<file path="src/hw/rtl/mlf_pkg.sv">
// ----------------------------------------------------------------------------
// mlf_pkg: shared types and constants of the ladder lowpass filter
// Word widths, register indexes, sequencer states and the command bundle
// passed from the controller to the datapath.
// ----------------------------------------------------------------------------
package mlf_pkg;

   // default parameter values
   localparam int SAMPLE_BITS_DEF    = 24;
   localparam int COEF_FRAC_BITS_DEF = 20;

   // fixed word widths
   localparam int DATA_W    = 32;           // internal state format
   localparam int COEF_W    = 24;           // coefficient registers
   localparam int SUM_W     = DATA_W + 1;   // stage input sum, multiplier operand
   localparam int PROD_W    = 2 * SUM_W;    // product and accumulator
   localparam int CSR_IDX_W = 2;

   // y^3/6 reciprocal: round(2^22 / 6)
   localparam int SIXTH_Q     = 699051;
   localparam int SIXTH_SHIFT = 22;

   // register indexes
   typedef enum logic [CSR_IDX_W-1:0] {
      CSR_POLE     = 2'd0,
      CSR_FEEDBACK = 2'd1,
      CSR_RESON    = 2'd2
   } csr_index_type;

   // sequencer states
   typedef enum logic [3:0] {
      ST_IDLE,
      ST_FB_MUL,
      ST_FB_RND,
      ST_X,
      ST_SUM,
      ST_MUL_P,
      ST_MUL_K,
      ST_SUB,
      ST_RND,
      ST_SQ_MUL,
      ST_SQ_RND,
      ST_CU_MUL,
      ST_CU_RND,
      ST_SX_MUL,
      ST_SX_RND,
      ST_FIN
   } state_type;

   // multiplier operand pairs
   typedef enum logic [2:0] {
      MUL_NONE,
      MUL_FB,      // r * s4
      MUL_POLE,    // p * stage sum
      MUL_FEED,    // k * old stage output
      MUL_SQ,      // y * y
      MUL_CU,      // sq * y
      MUL_SIXTH    // cube * 1/6
   } mul_op_type;

   // round and saturate steps
   typedef enum logic [2:0] {
      RND_NONE,
      RND_FB,      // product >> coef frac, into temp
      RND_STAGE,   // accumulator >> coef frac, into current
      RND_SQ,      // product >> sample frac, into temp
      RND_SIXTH    // product >> 22, into temp
   } rnd_op_type;

   // controller to datapath command bundle
   typedef struct packed {
      logic       load_sample;
      mul_op_type mul_op;
      rnd_op_type rnd_op;
      logic       x_en;
      logic       sum_en;
      logic       acc_load;
      logic       acc_sub;
      logic       fin_en;
      logic [1:0] stage;
   } cmd_type;

endpackage

</file>
<file path="src/hw/rtl/mlf_if.sv">
// ----------------------------------------------------------------------------
// mlf interfaces: request, response and register write channels
// Each channel carries valid, ready and its payload, with source and sink
// modports.
// ----------------------------------------------------------------------------
interface mlf_req_if #(
   parameter int WIDTH = mlf_pkg::SAMPLE_BITS_DEF
);
   logic                    valid;
   logic                    ready;
   logic signed [WIDTH-1:0] sample_in;

   modport source (output valid, output sample_in, input ready);
   modport sink   (input valid, input sample_in, output ready);
endinterface

interface mlf_rsp_if #(
   parameter int WIDTH = mlf_pkg::SAMPLE_BITS_DEF
);
   logic                    valid;
   logic                    ready;
   logic signed [WIDTH-1:0] sample_out;

   modport source (output valid, output sample_out, input ready);
   modport sink   (input valid, input sample_out, output ready);
endinterface

interface mlf_csr_if;
   logic                                valid;
   logic                                ready;
   logic [mlf_pkg::CSR_IDX_W-1:0]       reg_index;
   logic [mlf_pkg::COEF_W-1:0]          wdata;

   modport source (output valid, output reg_index, output wdata, input ready);
   modport sink   (input valid, input reg_index, input wdata, output ready);
endinterface

</file>
<file path="src/hw/rtl/mlf_ctrl.sv">
// ----------------------------------------------------------------------------
// mlf_ctrl: sequencer of the ladder filter
// Steps the shared multiplier through feedback, four stages and the soft
// clip, and owns the request and response handshakes.
// ----------------------------------------------------------------------------
module mlf_ctrl (
   input  logic             clock,
   input  logic             reset,
   input  logic             req_valid,
   output logic             req_ready,
   output logic             rsp_valid,
   input  logic             rsp_ready,
   output mlf_pkg::cmd_type cmd
);

   mlf_pkg::state_type state_ff, state_in;
   logic [1:0]         stage_ff, stage_in;
   logic               rsp_valid_ff, rsp_valid_in;
   logic               req_fire;
   logic               fin_go;

   assign req_ready = (state_ff == mlf_pkg::ST_IDLE);
   assign req_fire  = req_valid & req_ready;
   // result may be written once the output register is free or being drained
   assign fin_go    = ~rsp_valid_ff | rsp_ready;
   assign rsp_valid = rsp_valid_ff;

   // next state
   always_comb begin
      state_in = state_ff;
      unique case (state_ff)
         mlf_pkg::ST_IDLE:   if (req_fire) state_in = mlf_pkg::ST_FB_MUL;
         mlf_pkg::ST_FB_MUL: state_in = mlf_pkg::ST_FB_RND;
         mlf_pkg::ST_FB_RND: state_in = mlf_pkg::ST_X;
         mlf_pkg::ST_X:      state_in = mlf_pkg::ST_SUM;
         mlf_pkg::ST_SUM:    state_in = mlf_pkg::ST_MUL_P;
         mlf_pkg::ST_MUL_P:  state_in = mlf_pkg::ST_MUL_K;
         mlf_pkg::ST_MUL_K:  state_in = mlf_pkg::ST_SUB;
         mlf_pkg::ST_SUB:    state_in = mlf_pkg::ST_RND;
         mlf_pkg::ST_RND: begin
            if (stage_ff == 2'd3) state_in = mlf_pkg::ST_SQ_MUL;
            else                  state_in = mlf_pkg::ST_SUM;
         end
         mlf_pkg::ST_SQ_MUL: state_in = mlf_pkg::ST_SQ_RND;
         mlf_pkg::ST_SQ_RND: state_in = mlf_pkg::ST_CU_MUL;
         mlf_pkg::ST_CU_MUL: state_in = mlf_pkg::ST_CU_RND;
         mlf_pkg::ST_CU_RND: state_in = mlf_pkg::ST_SX_MUL;
         mlf_pkg::ST_SX_MUL: state_in = mlf_pkg::ST_SX_RND;
         mlf_pkg::ST_SX_RND: state_in = mlf_pkg::ST_FIN;
         mlf_pkg::ST_FIN:    if (fin_go) state_in = mlf_pkg::ST_IDLE;
         default:            state_in = mlf_pkg::ST_IDLE;
      endcase
   end

   // command outputs
   always_comb begin
      cmd             = '0;
      cmd.mul_op      = mlf_pkg::MUL_NONE;
      cmd.rnd_op      = mlf_pkg::RND_NONE;
      cmd.stage       = stage_ff;
      unique case (state_ff)
         mlf_pkg::ST_IDLE:   cmd.load_sample = req_fire;
         mlf_pkg::ST_FB_MUL: cmd.mul_op = mlf_pkg::MUL_FB;
         mlf_pkg::ST_FB_RND: cmd.rnd_op = mlf_pkg::RND_FB;
         mlf_pkg::ST_X:      cmd.x_en = 1'b1;
         mlf_pkg::ST_SUM:    cmd.sum_en = 1'b1;
         mlf_pkg::ST_MUL_P:  cmd.mul_op = mlf_pkg::MUL_POLE;
         mlf_pkg::ST_MUL_K: begin
            cmd.mul_op   = mlf_pkg::MUL_FEED;
            cmd.acc_load = 1'b1;
         end
         mlf_pkg::ST_SUB:    cmd.acc_sub = 1'b1;
         mlf_pkg::ST_RND:    cmd.rnd_op = mlf_pkg::RND_STAGE;
         mlf_pkg::ST_SQ_MUL: cmd.mul_op = mlf_pkg::MUL_SQ;
         mlf_pkg::ST_SQ_RND: cmd.rnd_op = mlf_pkg::RND_SQ;
         mlf_pkg::ST_CU_MUL: cmd.mul_op = mlf_pkg::MUL_CU;
         mlf_pkg::ST_CU_RND: cmd.rnd_op = mlf_pkg::RND_SQ;
         mlf_pkg::ST_SX_MUL: cmd.mul_op = mlf_pkg::MUL_SIXTH;
         mlf_pkg::ST_SX_RND: cmd.rnd_op = mlf_pkg::RND_SIXTH;
         mlf_pkg::ST_FIN:    cmd.fin_en = fin_go;
         default:            cmd.load_sample = 1'b0;
      endcase
   end

   // stage counter and response valid
   always_comb begin
      stage_in = stage_ff;
      if (state_ff == mlf_pkg::ST_X)   stage_in = 2'd0;
      if (state_ff == mlf_pkg::ST_RND) stage_in = stage_ff + 2'd1;

      rsp_valid_in = rsp_valid_ff & ~rsp_ready;
      if (state_ff == mlf_pkg::ST_FIN && fin_go) rsp_valid_in = 1'b1;
   end

   always_ff @(posedge clock) begin
      if (reset) begin
         state_ff     <= mlf_pkg::ST_IDLE;
         stage_ff     <= 2'd0;
         rsp_valid_ff <= 1'b0;
      end else begin
         state_ff     <= state_in;
         stage_ff     <= stage_in;
         rsp_valid_ff <= rsp_valid_in;
      end
   end

endmodule

</file>
<file path="src/hw/rtl/mlf_datapath.sv">
// ----------------------------------------------------------------------------
// mlf_datapath: arithmetic and state of the ladder filter
// One shared signed multiplier, an accumulator, round and saturate logic,
// the filter state, the coefficient registers and the output register.
// ----------------------------------------------------------------------------
module mlf_datapath #(
   parameter int SAMPLE_BITS    = mlf_pkg::SAMPLE_BITS_DEF,
   parameter int COEF_FRAC_BITS = mlf_pkg::COEF_FRAC_BITS_DEF
) (
   input  logic                             clock,
   input  logic                             reset,
   input  mlf_pkg::cmd_type                 cmd,
   input  logic signed [SAMPLE_BITS-1:0]    sample_in,
   input  logic                             csr_write,
   input  logic [mlf_pkg::CSR_IDX_W-1:0]    csr_index,
   input  logic [mlf_pkg::COEF_W-1:0]       csr_wdata,
   output logic signed [SAMPLE_BITS-1:0]    sample_out
);

   localparam int DW = mlf_pkg::DATA_W;
   localparam int SW = mlf_pkg::SUM_W;
   localparam int PW = mlf_pkg::PROD_W;
   localparam int CW = mlf_pkg::COEF_W;

   localparam logic signed [DW-1:0] D_MAX = {1'b0, {(DW-1){1'b1}}};
   localparam logic signed [DW-1:0] D_MIN = {1'b1, {(DW-1){1'b0}}};
   localparam logic signed [DW:0]   S_MAX = (33'sd1 <<< (SAMPLE_BITS - 1)) - 33'sd1;
   localparam logic signed [DW:0]   S_MIN = -S_MAX - 33'sd1;
   localparam logic signed [SW-1:0] SIXTH = SW'(mlf_pkg::SIXTH_Q);

   // saturate a wide value to the internal format
   function automatic logic signed [DW-1:0] sat32(input logic signed [PW-1:0] v);
      logic signed [DW-1:0] r;
      if (v > PW'(D_MAX))      r = D_MAX;
      else if (v < PW'(D_MIN)) r = D_MIN;
      else                     r = v[DW-1:0];
      return r;
   endfunction

   // add half, floor shift, saturate
   function automatic logic signed [DW-1:0] round_sat(input logic signed [PW-1:0] v,
                                                      input int sh);
      logic signed [PW-1:0] t;
      t = v + (PW'(1) <<< (sh - 1));
      t = t >>> sh;
      return sat32(t);
   endfunction

   logic signed [CW-1:0]          pole_ff, feed_ff, reson_ff;
   logic signed [SAMPLE_BITS-1:0] smp_ff;
   logic signed [DW-1:0]          xprev_ff, s1_ff, s2_ff, s3_ff, s4_ff;
   logic signed [DW-1:0]          cur_ff, tmp_ff;
   logic signed [SW-1:0]          sum_ff;
   logic signed [PW-1:0]          prod_ff, acc_ff;
   logic signed [SAMPLE_BITS-1:0] out_ff;

   logic signed [SW-1:0] op_a, op_b;
   logic signed [DW-1:0] prev_sel, own_sel;
   logic signed [DW-1:0] smp_ext;
   logic signed [SW-1:0] x_diff;
   logic signed [SW-1:0] y_diff;
   logic signed [DW-1:0] y_new;
   logic signed [DW:0]   y_wide;
   logic signed [DW-1:0] rnd_val;

   // stage taps: previous input and own previous output
   always_comb begin
      case (cmd.stage)
         2'd0:    begin prev_sel = xprev_ff; own_sel = s1_ff; end
         2'd1:    begin prev_sel = s1_ff;    own_sel = s2_ff; end
         2'd2:    begin prev_sel = s2_ff;    own_sel = s3_ff; end
         default: begin prev_sel = s3_ff;    own_sel = s4_ff; end
      endcase
   end

   // multiplier operand select
   always_comb begin
      case (cmd.mul_op)
         mlf_pkg::MUL_FB:    begin op_a = SW'(reson_ff); op_b = SW'(s4_ff);   end
         mlf_pkg::MUL_POLE:  begin op_a = SW'(pole_ff);  op_b = sum_ff;       end
         mlf_pkg::MUL_FEED:  begin op_a = SW'(feed_ff);  op_b = SW'(own_sel); end
         mlf_pkg::MUL_SQ:    begin op_a = SW'(cur_ff);   op_b = SW'(cur_ff);  end
         mlf_pkg::MUL_CU:    begin op_a = SW'(tmp_ff);   op_b = SW'(cur_ff);  end
         mlf_pkg::MUL_SIXTH: begin op_a = SW'(tmp_ff);   op_b = SIXTH;        end
         default:            begin op_a = '0;            op_b = '0;           end
      endcase
   end

   // round step source and shift
   always_comb begin
      case (cmd.rnd_op)
         mlf_pkg::RND_FB:    rnd_val = round_sat(prod_ff, COEF_FRAC_BITS);
         mlf_pkg::RND_STAGE: rnd_val = round_sat(acc_ff, COEF_FRAC_BITS);
         mlf_pkg::RND_SQ:    rnd_val = round_sat(prod_ff, SAMPLE_BITS - 1);
         mlf_pkg::RND_SIXTH: rnd_val = round_sat(prod_ff, mlf_pkg::SIXTH_SHIFT);
         default:            rnd_val = '0;
      endcase
   end

   // input stage and final soft clip subtraction
   assign smp_ext = DW'(smp_ff);
   assign x_diff  = SW'(smp_ext) - SW'(tmp_ff);
   assign y_diff  = SW'(cur_ff) - SW'(tmp_ff);
   assign y_new   = sat32(PW'(y_diff));
   assign y_wide  = (DW + 1)'(y_new);

   // coefficient registers and filter state
   always_ff @(posedge clock) begin
      if (reset) begin
         pole_ff  <= '0;
         feed_ff  <= '0;
         reson_ff <= '0;
         xprev_ff <= '0;
         s1_ff    <= '0;
         s2_ff    <= '0;
         s3_ff    <= '0;
         s4_ff    <= '0;
      end else begin
         if (csr_write) begin
            unique case (csr_index)
               mlf_pkg::CSR_POLE:     pole_ff  <= csr_wdata;
               mlf_pkg::CSR_FEEDBACK: feed_ff  <= csr_wdata;
               mlf_pkg::CSR_RESON:    reson_ff <= csr_wdata;
               default:               ;
            endcase
         end
         // old stage input is replaced once the sum has taken it
         if (cmd.sum_en) begin
            case (cmd.stage)
               2'd0:    xprev_ff <= cur_ff;
               2'd1:    s1_ff    <= cur_ff;
               2'd2:    s2_ff    <= cur_ff;
               default: s3_ff    <= cur_ff;
            endcase
         end
         if (cmd.fin_en) s4_ff <= y_new;
      end
   end

   // working registers
   always_ff @(posedge clock) begin
      if (cmd.load_sample) smp_ff <= sample_in;
      if (cmd.mul_op != mlf_pkg::MUL_NONE) prod_ff <= op_a * op_b;
      if (cmd.acc_load) acc_ff <= prod_ff;
      else if (cmd.acc_sub) acc_ff <= acc_ff - prod_ff;
      if (cmd.sum_en) sum_ff <= SW'(cur_ff) + SW'(prev_sel);
      if (cmd.x_en) cur_ff <= sat32(PW'(x_diff));
      else if (cmd.rnd_op == mlf_pkg::RND_STAGE) cur_ff <= rnd_val;
      if (cmd.rnd_op != mlf_pkg::RND_NONE && cmd.rnd_op != mlf_pkg::RND_STAGE)
         tmp_ff <= rnd_val;
      // output saturated to the sample range
      if (cmd.fin_en) begin
         if (y_wide > S_MAX)      out_ff <= S_MAX[SAMPLE_BITS-1:0];
         else if (y_wide < S_MIN) out_ff <= S_MIN[SAMPLE_BITS-1:0];
         else                     out_ff <= y_wide[SAMPLE_BITS-1:0];
      end
   end

   assign sample_out = out_ff;

endmodule

</file>
<file path="src/hw/rtl/moog_ladder_lowpass_filter.sv">
// ----------------------------------------------------------------------------
// moog_ladder_lowpass_filter: four-pole resonant ladder lowpass filter
// Resonance feedback, four one-pole stages and a cubic soft clip over a
// shared multiplier, driven by a small sequencer.
// ----------------------------------------------------------------------------
// Usage:
//   req_chan carries one signed Q1.(SAMPLE_BITS-1) sample per request; each
//   request gives exactly one filtered sample on rsp_chan, in order.
//   csr_chan writes the coefficients p (index 0), k (index 1) and r
//   (index 2), signed Q(24-COEF_FRAC_BITS).COEF_FRAC_BITS; other indexes are ignored. Write
//   them only while no sample is in flight. csr_chan is always ready.
//   Requests are taken only while the sequencer is idle, so the filter works on
//   one sample at a time: the twelve products and their round steps go in
//   order through the one multiplier before the next request is accepted.
//   The output register lets the next request be accepted while a result
//   still waits. If the receiver stalls, the following result holds in the
//   last step until the output register is free, and requests stop.
//   Reset (synchronous, active high) clears coefficients and filter state
//   to zero and drops rsp valid.
// ----------------------------------------------------------------------------
module moog_ladder_lowpass_filter #(
   parameter int SAMPLE_BITS    = mlf_pkg::SAMPLE_BITS_DEF,
   parameter int COEF_FRAC_BITS = mlf_pkg::COEF_FRAC_BITS_DEF
) (
   input logic   clock,
   input logic   reset,
   mlf_req_if.sink   req_chan,
   mlf_rsp_if.source rsp_chan,
   mlf_csr_if.sink   csr_chan
);

   mlf_pkg::cmd_type cmd;

   assign csr_chan.ready = 1'b1;

   // sequencer
   mlf_ctrl u_ctrl (
      .clock     (clock),
      .reset     (reset),
      .req_valid (req_chan.valid),
      .req_ready (req_chan.ready),
      .rsp_valid (rsp_chan.valid),
      .rsp_ready (rsp_chan.ready),
      .cmd       (cmd)
   );

   // arithmetic and state
   mlf_datapath #(
      .SAMPLE_BITS    (SAMPLE_BITS),
      .COEF_FRAC_BITS (COEF_FRAC_BITS)
   ) u_datapath (
      .clock      (clock),
      .reset      (reset),
      .cmd        (cmd),
      .sample_in  (req_chan.sample_in),
      .csr_write  (csr_chan.valid),
      .csr_index  (csr_chan.reg_index),
      .csr_wdata  (csr_chan.wdata),
      .sample_out (rsp_chan.sample_out)
   );

endmodule
</file>
<file path="src/flat_wrapper.sv">
// flat-port wrapper written by rule: the top's interface ports become plain ports
module moog_ladder_lowpass_filter_flat 
#(
   parameter int SAMPLE_BITS    = mlf_pkg::SAMPLE_BITS_DEF,
   parameter int COEF_FRAC_BITS = mlf_pkg::COEF_FRAC_BITS_DEF
)
  (clock, reset, req_chan_valid, req_chan_sample_in, req_chan_ready, rsp_chan_valid, rsp_chan_sample_out, rsp_chan_ready, csr_chan_valid, csr_chan_reg_index, csr_chan_wdata, csr_chan_ready);
  mlf_req_if req_chan_i ();
  mlf_rsp_if rsp_chan_i ();
  mlf_csr_if csr_chan_i ();
  input logic clock;
  input logic reset;
  input wire logic [$bits(req_chan_i.valid)-1:0] req_chan_valid;
  input wire logic [$bits(req_chan_i.sample_in)-1:0] req_chan_sample_in;
  output wire logic [$bits(req_chan_i.ready)-1:0] req_chan_ready;
  output wire logic [$bits(rsp_chan_i.valid)-1:0] rsp_chan_valid;
  output wire logic [$bits(rsp_chan_i.sample_out)-1:0] rsp_chan_sample_out;
  input wire logic [$bits(rsp_chan_i.ready)-1:0] rsp_chan_ready;
  input wire logic [$bits(csr_chan_i.valid)-1:0] csr_chan_valid;
  input wire logic [$bits(csr_chan_i.reg_index)-1:0] csr_chan_reg_index;
  input wire logic [$bits(csr_chan_i.wdata)-1:0] csr_chan_wdata;
  output wire logic [$bits(csr_chan_i.ready)-1:0] csr_chan_ready;
  assign req_chan_i.valid = req_chan_valid;
  assign req_chan_i.sample_in = req_chan_sample_in;
  assign req_chan_ready = req_chan_i.ready;
  assign rsp_chan_valid = rsp_chan_i.valid;
  assign rsp_chan_sample_out = rsp_chan_i.sample_out;
  assign rsp_chan_i.ready = rsp_chan_ready;
  assign csr_chan_i.valid = csr_chan_valid;
  assign csr_chan_i.reg_index = csr_chan_reg_index;
  assign csr_chan_i.wdata = csr_chan_wdata;
  assign csr_chan_ready = csr_chan_i.ready;
  moog_ladder_lowpass_filter #(.SAMPLE_BITS(SAMPLE_BITS), .COEF_FRAC_BITS(COEF_FRAC_BITS)) u_core (.clock(clock), .reset(reset), .req_chan(req_chan_i), .rsp_chan(rsp_chan_i), .csr_chan(csr_chan_i));
endmodule
</file>
<file path="config.mk">
export PLATFORM = sky130hd
export DESIGN_NAME = moog_ladder_lowpass_filter_flat
export DESIGN_NICKNAME = d
export VERILOG_FILES = /design/src/hw/rtl/mlf_pkg.sv /design/src/hw/rtl/mlf_if.sv /design/src/hw/rtl/mlf_ctrl.sv /design/src/hw/rtl/mlf_datapath.sv /design/src/hw/rtl/moog_ladder_lowpass_filter.sv /design/src/flat_wrapper.sv
export SDC_FILE = /design/constraint.sdc
export NUM_CORES = 2
export LEC_CHECK = 0
export BUFFER_PORTS_ARGS = -buffer_cell sky130_fd_sc_hd__buf_4
export CORE_ASPECT_RATIO = 0.9
export CORE_MARGIN = 1
export CORE_UTILIZATION = 65
export CTS_CLUSTER_DIAMETER = 60
export CTS_CLUSTER_SIZE = 25
export DETAILED_ROUTE_END_ITERATION = 16
export PLACE_DENSITY = 0.82
export SLEW_MARGIN = 40
export SYNTH_ARGS = -nofsm -noshare
export SYNTH_HDL_FRONTEND = slang
export SYNTH_SLANG_ARGS = --single-unit
</file>
<file path="constraint.sdc">
create_clock -name clock -period 26.8 [get_ports clock]
set_input_delay 4.02 -clock clock [delete_from_list [all_inputs] [get_ports clock]]
set_output_delay 4.02 -clock clock [all_outputs]
set_load 0.01 [all_outputs]
</file>
# == After elaboration in Yosys (flattened, before gate mapping) ==
# Index checks and enable logic that the tools add are counted.
# op_classes
n_addsub,9
multipliers,1
n_div,0
order_cmp,14
n_eq_ne,33
n_shift,0
n_mux,37
bitwise_logic,6
n_reduce_logical,22
# op_table
operator,n
$mux 32,14
$pmux 33 s5,2
$pmux 32 s3,2
$add 66x21->66 const B,2
$mux 66,2
$pmux 32 s4,1
$gt 46x32->1 const B,2
$lt 46x32->1 const B,2
$add 66x23->66 const B,1
$add 66x24->66 const B,1
$gt 33x32->1 const B,2
$lt 33x32->1 const B,2
$mul 33x33->66,1
$sub 66x66->66,1
$pmux 4 s16,1
$gt 44x32->1 const B,1
$lt 44x32->1 const B,1
$gt 43x32->1 const B,1
$lt 43x32->1 const B,1
$add 32x32->33,1
$sub 24x32->33,1
$sub 32x32->33,1
$eq 4x4->1 const B,8
$gt 32x24->1 const B,1
other kinds (30),70
# word_totals
reg_bits,516
latchBits,0
ram_bits,0
romBits,0
inputBits,55
output_inout_bits,27
wordCells,140
mem_count,0

# == Depth between registers and ports, before layout ==
# logic_depth
ltp_word,7
ltp_mapped,39

# == Modules after synthesis ==
# A second synthesis with hierarchy kept.
# unflattened
hier_cells,8477
area_unflattened_um2,72874.9
# by_module_without_submodules
module,instances,cells_each,area_per_inst_um2
mlf_datapath,1,8410,72369.4
mlf_ctrl,1,65,494.2
moog_ladder_lowpass_filter,1,2,11.3

# == Least setup slack after synthesis ==
# No wires, ideal clock.
# synth_path
kind,register to register
startpoint,reg u_core.u_ctrl.state_ff[1]
endpoint,"reg u_core.u_datapath.prod_ff[59], data pin"
setup_ns,0.274
t_arrival_ns,9.777
required_time_ns,26.526
setup_slack_ns,16.750
stages_incl_launch_ff,34
n_path_buf,5
path_cell_list,dfxtp_1 clkbuf_1 nand2_1 nor3_1 a21o_1 clkbuf_1 nand2_1 o2111a_1 clkbuf_1 clkbuf_1 nor2_1 fa_1 inv_1 fa_1 inv_1 fa_1 fa_1 fa_1 fa_1 fa_1 inv_1 fa_1 inv_1 ha_1 clkbuf_1 nand2_1 o21ai_0 a21o_1 a21o_1 a221oi_1 o21ai_0 a21oi_1 mux2i_1 o2111ai_1
# synth_between
elab_chain_cells,6
word_cells_on_any_way,18
# synth_rtl
item,line_no,text
start: declaration,mlf_ctrl.sv:16,"mlf_pkg::state_type state_ff, state_in;"
start signal: assignment,mlf_ctrl.sv:97,state_ff <= mlf_pkg::ST_IDLE;
start signal: assignment,mlf_ctrl.sv:101,state_ff <= state_in;
"$eq 4x4->1, or another cell as far along",mlf_ctrl.sv:61,unique case (state_ff)
$pmux 3 s6 *,mlf_ctrl.sv:61,
$eq 3x3->1,mlf_datapath.sv:78,case (cmd.mul_op)
$reduce_or 2->1 (no source line),-,
$pmux 33 s5,mlf_datapath.sv:78,
$mul 33x33->66 *,mlf_datapath.sv:143,if (cmd.mul_op != mlf_pkg::MUL_NONE) prod_ff <= op_a * op_b;
end signal: assignment,mlf_datapath.sv:143,
end: declaration,mlf_datapath.sv:54,"logic signed [PW-1:0] prod_ff, acc_ff;"
# Every way passes the cells marked *; elsewhere a longest branch is shown, timed or not.
# A chain may end at the register's enable or synchronous reset.

# == Final worst setup path ==
# layout_path
startpoint,reg u_core.u_ctrl.state_ff[3]
endpoint,"reg u_core.u_datapath.prod_ff[64], data pin"
# Same word-level chain as after synthesis.

==> flow_metrics.py <==
metrics = {
    "cts": {
        "cts.htree.levels": 2,
        "cts_hold_buf": 0,
        "clock_latency_ns": 0.63,
        "ctsRootBufferMaster": "clkbuf_16",
        "cts_buffer_depth": 3,
        "cts_tree": "built",
        "clock-sinks": 516,
        "clkSlewWorstSetupHoldPaths_ns": 0.10,
        "cts-resized-gates": 0,
        "cts_buffers": 36,
        "post-cts-setup-buffers": 0,
    },
    "floorplanning": {
        "io_pins": 82,
        "row_count": 115,
        "initial_core_util": 0.659,
        "core_region_area_um2": 110000,
        "die_h_um": 319,
        "fp.dieW_um": 354,
        "die_area_um2": 113000,
    },
    "timing": {
        "clock_skew_ns": 0.0503,
        "final-setup-viol-count": 0,
        "tightestPinTransition_ns": 1.01,
        "hold_violations": 0,
        "finalMaxSlewViolations": 0,
        "setup_tns_ns": 0,
        "final.min_clock_period_ns": 12.10,
        "fin_crit_sh": 0.451,
        "clock.fmax_ghz": 0.0827,
        "rsz0062_at_grt": "false",
        "maxSlewHeadroom": 0.319,
    },
    "setup_path": {
        "crit_fanout": 31,
        "r2r_slack_ns": 14.71,
        "worstPathArrival_ns": 12.44,
        "startpoint_type": "flip-flop",
        "crit_buf_inv": 10,
        "reg2reg_depth": 35,
        "crit_cells": 35,
        "crit_family": "adder cells",
        "cpPeakStageDelay_ns": 0.88,
        "crit_top_cell": "inv_1",
        "worst-setup-path-type": "reg -> reg",
        "crit_path_top_delay_cell": "fa_4",
        "endpoint_kind": "flip-flop",
        "cp_data_required_time_ns": 27.14,
    },
    "logic_synthesis": {
        "ys_async_sr_fraction": 0,
        "synth.most_common_cell": "inv_1",
        "synthDistinctLibCells": 104,
        "syn_nets": 10100,
        "yosysTopAreaCellShare": 0.311,
        "yosys_most_used_dff": "edfxtp_1",
        "synthCells": 8508,
        "synthTopCellsByArea": "fa_1 31%, edfxtp_1 11%, inv_1 7.3%",
        "syn_avg_cell_area_um2": 8.52,
        "synth_edf_count": 277,
        "synth_commonest_cells": "1409 x inv_1, 1334 x nand2_1, 1126 x fa_1",
        "ys_seq_area_frac": 0.181,
        "syn_area_um2": 72500,
        "synth_seq_cells": 516,
        "yosysWarnings": 0,
        "netlist.top_cell.by_area": "fa_1",
    },
    "cells_and_area": {
        "drive_gt1_frac": 0.0542,
        "postLayoutCellArea_um2": 76000,
        "nFillCells": 8746,
        "syn_to_final_growth_pct": 4.85,
        "regArea_um2": 13100,
        "multi_input_area_um2": 52500,
        "nets": 9879,
    },
    "routing": {
        "wire_per_inst_um": 26.7,
        "drtPass1Iterations": 10,
        "ant_nets": 0,
        "via_per_inst": 6.60,
        "drt_drc_violations_left": 0,
        "dr.first_iter.drc_count": 10200,
        "vias": 64700,
        "wl_um": 262000,
    },
    "placement": {
        "dpl.hpwl_um": 197000,
        "port_buffers": 80,
        "globalplace.congestion": 1.07,
        "place_area_um2": 74600,
    },
    "power_and_ir_drop": {
        "cellPowerDensity_nw_per_um2": 26.8,
        "ir_drop_mv": 0.0630,
        "power.leakage_nw": 35.5,
    },
    "grt": {
        "grt-busiest-layer": "met2",
        "antenna_found_initial": 9,
        "grtUsageTotal": 0.470,
        "use_met3": 0.175,
        "grt_pass1_wl_um": 397000,
        "met2_usage": 0.644,
        "grt.met1_usage": 0.629,
        "grt_overflow_total": 0,
        "grt_pass1_vias": 63900,
        "grt_max_degree": 104,
    },
    "flow_run": {
        "max-cap-violations": 0,
    },
    "run_status": {
        "outcome": "finished, final reports clean",
    },
    "worst_hold_path": {
        "holdCritPathClass": "reg -> reg",
        "whs_path_depth": 2,
    },
}
[per-layer routing]
layer  part of all wire  vias to the layer above  wire length, µm
met5            0.00040                        -              105
met4              0.080                       14            20900
met3               0.16                     1079            42200
met2               0.40                     5105           105000
met1               0.36                    31400            94200
li1                   -                    27100                -
[worst reg2reg max path, delay by kind of cell, from the launching register on]
kind | cells | cell delay (ns)
simple gates | 6 | 1.20
xor+xnor | 1 | 0.16
fa+ha+maj | 9 | 5.15
compound gates | 9 | 2.90
buf+inv | 10 | 1.59
flops | 1 | 0.86
[per-stage QoR]
| stage | hold slack, ns | setup WS (ns) | power [mW] | util | instances |
|---|---|---|---|---|---|
| 5_1_grt | 0.475 | 14.20 | 2.09 | 0.691 | 9801 |
| 2_1_floorplan | 0.432 | 16.75 | 1.24 | - | 8508 |
| 6_report | 0.463 | 14.71 | 2.04 | 0.691 | 9806 |
| 4_1_cts | 0.460 | 15.12 | 2.01 | 0.690 | 9796 |
| 3_3_place_gp | 0.441 | 15.09 | 1.39 | 0.677 | 9723 |
| 3_5_place_dp | 0.447 | 15.15 | 1.40 | 0.679 | 9731 |
[logic make-up (layout without fill, tap and decap cells)]
logic type,after synthesis,after routing,synth area share
fa+ha+maj,1512,1512,0.378
xor+xnor,352,352,0.0425
other cells,1,6,0.0000517
simple gates,2709,2709,0.161
buf+inv,1895,1726,0.101
flops,516,516,0.181
compound gates,1513,1513,0.136
mux,10,10,0.00143
[cell usage in the layout (no fill, tap or decap), types with 25 or more instances in the layout]
cell type	n
a211oi_1	65
edfxtp_1	277
buf_4	232
a222oi_1	65
nand2b_1	49
nand4_1	87
o21a_1	29
nor2_1	765
and3_1	30
xnor2_1	253
inv_1	1407
dfxtp_1	238
a21oi_1	564
a22oi_1	71
o21ai_0	191
and2_1	55
a21o_1	136
o22ai_1	45
nand2_1	1329
clkbuf_16	37
o21bai_1	39
nor3_1	83
o211ai_1	44
a31oi_1	28
fa_1	1125
ha_1	383
xor2_1	99
nand3_1	111
or3_1	25
a221o_1	32
[cell type report]
type,instances,share of cell area
sequential,516,0.172
clock inverter,21,0.00377
multi-input combinational,6097,0.691
tap,1462,0.0241
clock buffer,44,0.0127
inverter,1413,0.0698
antenna,5,0.000165
timing repair buffer,248,0.0260
[path summary, 6_finish.rpt]
kind / start / endpoint
max: u_core.u_ctrl.state_ff[3]$_SDFFE_PP0P_ / u_core.u_datapath.prod_ff[64]$_DFFE_PP_
min: u_core.u_datapath.reson_ff[10]$_SDFFE_PP0P_ / u_core.u_datapath.reson_ff[10]$_SDFFE_PP0P_
max reg2reg: u_core.u_ctrl.state_ff[3]$_SDFFE_PP0P_ / u_core.u_datapath.prod_ff[64]$_DFFE_PP_
min reg2reg: u_core.u_datapath.reson_ff[10]$_SDFFE_PP0P_ / u_core.u_datapath.reson_ff[10]$_SDFFE_PP0P_
[registers in the layout, indices dropped and copies added (netlist names)]
| signal | count |
|---|---|
| u_core.u_ctrl.rsp_valid | 1 |
| u_core.u_ctrl.stage_ff | 2 |
| u_core.u_ctrl.state_ff | 4 |
| u_core.u_datapath.acc_ff | 66 |
| u_core.u_datapath.cur_ff | 32 |
| u_core.u_datapath.feed_ff | 24 |
| u_core.u_datapath.pole_ff | 24 |
| u_core.u_datapath.prod_ff | 66 |
| u_core.u_datapath.reson_ff | 24 |
| u_core.u_datapath.s1_ff | 32 |
| u_core.u_datapath.s2_ff | 32 |
| u_core.u_datapath.s3_ff | 32 |
| u_core.u_datapath.s4_ff | 32 |
| u_core.u_datapath.sample_out | 24 |
| u_core.u_datapath.smp_ff | 24 |
| u_core.u_datapath.sum_ff | 33 |
| u_core.u_datapath.tmp_ff | 32 |
| u_core.u_datapath.xprev_ff | 32 |
[where the power goes]
| group | internal (mW) | switching (mW) | total (mW) |
|---|---|---|---|
| combinational | 0.166 | 0.318 | 0.483 |
| clock | 0.278 | 0.345 | 0.623 |
| sequential | 0.874 | 0.0553 | 0.929 |
| total | 1.32 | 0.718 | 2.04 |
(Power assumes the default switching activity.)
